[src/hw/rtl/tagged_serial_frame_receiver_core_assert.svh]
// Assertion macros for the serial frame receiver.
// Used by the modules that check their own logic; no other dependencies.
`ifndef TAGGED_SERIAL_FRAME_RECEIVER_CORE_ASSERT_SVH
`define TAGGED_SERIAL_FRAME_RECEIVER_CORE_ASSERT_SVH
`ifndef NO_ASSERTIONS
`define TSFR_ASSERT(lbl, clk, rst_n, prop) \
  lbl: assert property (@(posedge clk) disable iff (!rst_n) prop) \
    else $error("tsfr: assertion failed");
`define TSFR_ASSERT_IMP(lbl, clk, rst_n, ante, cons) \
  lbl: assert property (@(posedge clk) disable iff (!rst_n) (ante) |-> (cons)) \
    else $error("tsfr: implication failed");
`else
`define TSFR_ASSERT(lbl, clk, rst_n, prop)
`define TSFR_ASSERT_IMP(lbl, clk, rst_n, ante, cons)
`endif
`endif

[src/hw/rtl/tsfr_pkg.sv]
// Shared types and constants of the serial frame receiver.
// No dependencies; used by tsfr_cfg_regs, tsfr_assembler, tsfr_out_reg and the core.
package tsfr_pkg;

  localparam int unsigned FrameBytes = 13;
  localparam int unsigned StoreBytes = FrameBytes - 1;
  localparam int unsigned CntW       = $clog2(FrameBytes);

  localparam logic [CntW-1:0] LastIdx = CntW'(StoreBytes);

  localparam logic [7:0] HeaderReset = 8'hD8;
  localparam logic [7:0] TailReset   = 8'hEE;

  localparam logic [7:0] TagMode   = 8'hB0;
  localparam logic [7:0] TagAngle  = 8'hB1;
  localparam logic [7:0] TagBranch = 8'hB2;
  localparam logic [7:0] TagCamera = 8'hB3;

  localparam int unsigned PosModeTag   = 1;
  localparam int unsigned PosAngleTag  = 4;
  localparam int unsigned PosBranchTag = 7;
  localparam int unsigned PosCameraTag = 10;

  typedef enum logic [1:0] {
    ST_GOOD       = 2'd0,
    ST_HEADER_ERR = 2'd1,
    ST_TAIL_ERR   = 2'd2
  } status_e;

  typedef enum logic [1:0] {
    REG_HEADER = 2'd0,
    REG_TAIL   = 2'd1
  } reg_idx_e;

  typedef struct packed {
    logic [7:0] rx_byte;
  } in_item_t;

  typedef struct packed {
    logic [1:0]         frame_status;
    logic signed [15:0] move_mode;
    logic signed [15:0] heading_angle;
    logic signed [15:0] branch_word;
    logic [7:0]         camera_error;
  } out_item_t;

  typedef struct packed {
    logic [1:0] reg_index;
    logic [7:0] wr_data;
  } cfg_item_t;

  typedef struct packed {
    logic [7:0] header_byte;
    logic [7:0] tail_byte;
  } cfg_t;

endpackage

[src/hw/rtl/tsfr_stream_if.sv]
// Valid/ready channel carrying one item of a given payload type.
// Payload types come from tsfr_pkg.
interface tsfr_stream_if #(
  parameter type payload_t = logic [7:0]
) ();
  logic     valid;
  logic     ready;
  payload_t payload;

  modport source (output valid, output payload, input ready);
  modport sink   (input valid, input payload, output ready);
endinterface

[src/hw/rtl/tsfr_out_reg.sv]
// Result register between the frame assembler and the result channel.
// Depends on tsfr_pkg and tsfr_stream_if.
module tsfr_out_reg (
  input  logic                  clk_i,
  input  logic                  rst_ni,
  input  logic                  res_valid_i,
  input  tsfr_pkg::out_item_t   res_i,
  output logic                  res_free_o,
  tsfr_stream_if.source         res_o
);

  logic                 valid_q;
  tsfr_pkg::out_item_t  item_q;

  assign res_free_o    = !valid_q || res_o.ready;
  assign res_o.valid   = valid_q;
  assign res_o.payload = item_q;

  always_ff @(posedge clk_i or negedge rst_ni) begin
    if (!rst_ni) begin
      valid_q <= 1'b0;
    end else if (res_free_o) begin
      valid_q <= res_valid_i;
    end
  end

  always_ff @(posedge clk_i) begin
    if (res_free_o && res_valid_i) begin
      item_q <= res_i;
    end
  end

endmodule

[src/flat_wrapper.sv]
// flat-port wrapper written by rule: the top's interface ports become plain ports
module tsfr_out_reg_flat 
  (clk_i, rst_ni, res_valid_i, res_i, res_free_o, res_o_valid, res_o_payload, res_o_ready);
  tsfr_stream_if res_o_i ();
  input  logic clk_i;
  input  logic rst_ni;
  input  logic res_valid_i;
  input  tsfr_pkg::out_item_t res_i;
  output logic res_free_o;
  output wire logic [$bits(res_o_i.valid)-1:0] res_o_valid;
  output wire logic [$bits(res_o_i.payload)-1:0] res_o_payload;
  input wire logic [$bits(res_o_i.ready)-1:0] res_o_ready;
  assign res_o_valid = res_o_i.valid;
  assign res_o_payload = res_o_i.payload;
  assign res_o_i.ready = res_o_ready;
  tsfr_out_reg u_core (.clk_i(clk_i), .rst_ni(rst_ni), .res_valid_i(res_valid_i), .res_i(res_i), .res_free_o(res_free_o), .res_o(res_o_i));
endmodule
[config.mk]
export PLATFORM = sky130hd
export DESIGN_NAME = tsfr_out_reg_flat
export DESIGN_NICKNAME = d
export VERILOG_FILES = /design/src/hw/rtl/tagged_serial_frame_receiver_core_assert.svh /design/src/hw/rtl/tsfr_pkg.sv /design/src/hw/rtl/tsfr_stream_if.sv /design/src/hw/rtl/tsfr_out_reg.sv /design/src/flat_wrapper.sv
export SDC_FILE = /design/constraint.sdc
export NUM_CORES = 1
export LEC_CHECK = 0
export CAP_MARGIN = 30
export CORE_AREA = 2 2 39 41
export DETAILED_ROUTE_END_ITERATION = 12
export DIE_AREA = 0 0 41 43
export DONT_BUFFER_PORTS = 1
export PLACE_DENSITY = 0.45
export SYNTH_ARGS = -nofsm -noshare
export SYNTH_HDL_FRONTEND = slang
export SYNTH_SLANG_ARGS = --single-unit
[constraint.sdc]
create_clock -name clk_i -period 1.5 [get_ports clk_i]
set_clock_uncertainty 0.1 [all_clocks]
set_input_delay 0 -clock clk_i [delete_from_list [all_inputs] [get_ports clk_i]]
set_output_delay 0 -clock clk_i [all_outputs]
set_load 0.02 [all_outputs]
Yosys cells after proc, flatten, opt, wreduce, memory -nomap -nowiden:

Index checks and enable logic that the tools add are counted.

* flip-flop bits (word level): 9
* bits of input ports: 62
* output and inout port bits: 10
* logic and storage cells: 5

* reductions and logical operators: 3

Operators by type and width (number)
* 1-bit logical AND: 1
* 1-bit zero test: 1
* 1-bit logical OR: 1

Longest topological paths before layout:

* depth in word-level cells: 3
* depth in mapped cells: 2
* mapped depth without buffers: 2

Least setup slack after synthesis:

No wires, ideal clock.

* kind: reg-to-reg
* from: reg u_core.valid_q (netlist: u_core.res_o.valid)
* to: reg u_core.item_q, in the netlist u_core.res_o.payload[0], enable pin
* setup time: 300 ps
* arrival: 796 ps
* required time: 1100 ps
* slack: 304 ps
* cell stages (with the launch flop): 3
* buffers on the path: 0
* clock period less this slack: 1196 ps
* cell sequence: dfrtp_1 -> nand2b_4 -> and2_4

* word-level cells in the longest chain between the ends: 3

RTL lines
* start, declared: line tsfr_out_reg.sv:12 `logic valid_q;`
* start signal, assigned: line tsfr_out_reg.sv:23 `valid_q <= res_valid_i;`
* 1-bit zero test: line tsfr_out_reg.sv:15 `assign res_free_o = !valid_q || res_o.ready;`
* 1-bit logical OR: line tsfr_out_reg.sv:15
* named net res_free_o: line flat_wrapper.sv:9 `output logic res_free_o;`
* 1-bit logical AND: line tsfr_out_reg.sv:28 `if (res_free_o && res_valid_i) begin`
* end signal, assigned: line tsfr_out_reg.sv:29 `item_q <= res_i;`
* end, declared: line tsfr_out_reg.sv:13 `tsfr_pkg::out_item_t item_q;`

The timed path passes the listed nets, and every way through them passes these cells.
A chain may end at the register's enable or synchronous reset.

Final worst setup path:

* from: reg u_core.valid_q (netlist: u_core.res_o.valid)
* to: reg u_core.valid_q (netlist: u_core.res_o.valid)

* word-level cells in the longest chain between the ends: 2

RTL lines (line)
* 1-bit zero test: tsfr_out_reg.sv:15
* 1-bit logical OR: tsfr_out_reg.sv:15
* named net res_free_o: flat_wrapper.sv:9

The timed path passes the listed nets, and every way through them passes these cells.

==> flow_summary.ini <==
[outcome]
status = complete, no violations

[sta]
maxSlewHeadroom_pct = 85.5
min_period_over_period_pct = 95.2
hold_viol_final = 0
slew_violations = 0
worst_slack_ps = 72.2
clock.fmax_mhz = 700
period_minus_slack_ps = 1430
tns_ps = 0
tightestPinTransition_ps = 217
rsz0062_at_grt = false
finalSetupViolCount = 0
hold_slack_ps = 40.1

[logic_synthesis]
yosysWarnings = 0
synthCells = 12
synth_cell_type_count = 5
syn_area_um2 = 294
ys_seq_area_share_pct = 90.2
syn_nets = 74
synth_seq_cells = 9
avgSynthCellArea_um2 = 24.5

[floorplanning]
die_area_mm2 = 0.00176
start_util_pct = 21.2
core_area_mm2 = 0.00138
die-width_um = 41
rows = 14
ios = 72
fp.dieH_um = 43

[critical_path]
worstSetupEndpointType = flip-flop
worstPathArrival_ps = 1460
startpoint_type = flip-flop
crit_required_ps = 1540
crit_type = flip-flop to flip-flop
cp_max_fo = 3

[global_routing]
grt-ovfl-total = 0
grt_antenna_before_repair = 0
grt_max_degree = 9
grt_usage_pct = 7.07
grt_pass1_vias = 186
grt_pass1_wl_um = 683

[placed_design]
post-place-ws_ps = 266
port-buffer-count = 0
place_congestion = 0.564
dp.cells = 28

[clocking]
numCtsBuffers = 3
htreeDepth = 1
path_clk_slew_ps = 60
cts_root_buf = clkbuf_4
worstSkewPairLatency_ps = 250
postCtsSetupBuffers = 0
cts.sinks = 9
tritoncts = built
max-clock-path-buffers = 2

[layout]
final_cell_mix = dlygate4sd3_1 (12), edfxtp_1 (8), clkbuf_4 (3)
mostFrequentLayoutCell = dlygate4sd3_1
fin_cells = 44
areaGrowthSynthToFinish_pct = 57.0
insertedDiodeCount = 0
nNetsFinal = 91
drive_above_1_share_pct = 21.4

[power_and_ir_drop]
p_total_mw = 0.532
cellLeakagePower_nw = 0.166
irDropWorstVdd_mv = 0.389
p_per_area_mw_per_mm2 = 1150

[route]
wl_per_cell_um = 13.0
drc = 0
wl_um = 570
drt_iter0_markers = 1
drtPass1Iterations = 2
vias = 176
ant_nets = 0
via_per_inst = 4.00

[flow_run]
cap_violations = 0

[worst_hold_path]
hp-class = input pin to primary output
## per-stage QoR
stage	util, %	instance area (um2)
after floorplan	-	294
after global placement	22.7	314
after detailed placement	22.7	314
after CTS	33.3	460
after global routing	33.4	462
final	33.4	462
## sequential cells by signal, indices dropped and copies added (netlist names)
name,count
u_core.res_o.valid,1
u_core.res_o.payload,8
## report_power, final
part / switching, mW / leakage [nW] / total [mW] / internal, mW
clock: 0.0740 / 0.0150 / 0.176 / 0.102
sequential: 0.0234 / 0.0862 / 0.315 / 0.291
combinational: 0.0145 / 0.0652 / 0.0416 / 0.0271
## final cells by class
type | count | area [um2]
fill | 147 | 922
sequential | 9 | 267
timing repair buffer | 12 | 120
multi-input combinational | 3 | 28.8
clock buffer | 4 | 26.3
tap | 16 | 20.0
## layer usage
| metal | global-route usage [%] | part of all wire, % | vias up |
|---|---|---|---|
| met5 | 0 | 0 | - |
| met4 | 8.00 | 0 | 0 |
| met3 | 7.33 | 16 | 0 |
| met2 | 10.6 | 48 | 24 |
| met1 | 3.28 | 36 | 77 |
| li1 | - | - | 75 |
## path summary, 6_finish.rpt
path	startpoint	endpoint	slack (ps)	cells after the start
setup / recovery	u_core.res_o.valid	u_core.res_o.valid	70	3
setup reg to reg	u_core.res_o.valid	u_core.res_o.valid	70	3
hold / removal	res_o_ready	res_free_o	40	1
min in group asynchronous	rst_ni	u_core.res_o.valid	380	2
max in group asynchronous	rst_ni	u_core.res_o.valid	800	2
hold reg to reg	u_core.res_o.valid	u_core.res_o.payload[7]	830	2
## worst max-delay path, stage by stage, from the launching register on
cell and delay (ps):
dfrtp_2 470, nand2b_4 130, nand2b_1 60, dlygate4sd3_1 550
## kinds of logic (layout without fill, tap and decap cells)
family | after synthesis | count (layout) | share of synthesized area (%)
and+or+nand+nor | 3 | 3 | 9.79
DFF | 9 | 9 | 90.2
buffers and inverters | 0 | 16 | 0
## Yosys cell counts
cell      count  area [um2]
and2_4        1        8.76
dfrtp_1       1        25.0
edfxtp_1      8         240
nand2b_1      1        6.26
nand2b_4      1        13.8
## timing repair
item,4_1_cts,5_1_grt
endpoints found under the hold margin,18,0
hold buffers,12,0
resized for setup,0,1
endpoints found under the setup margin,0,1
Note: power is estimated with default switching activity, not from simulation.
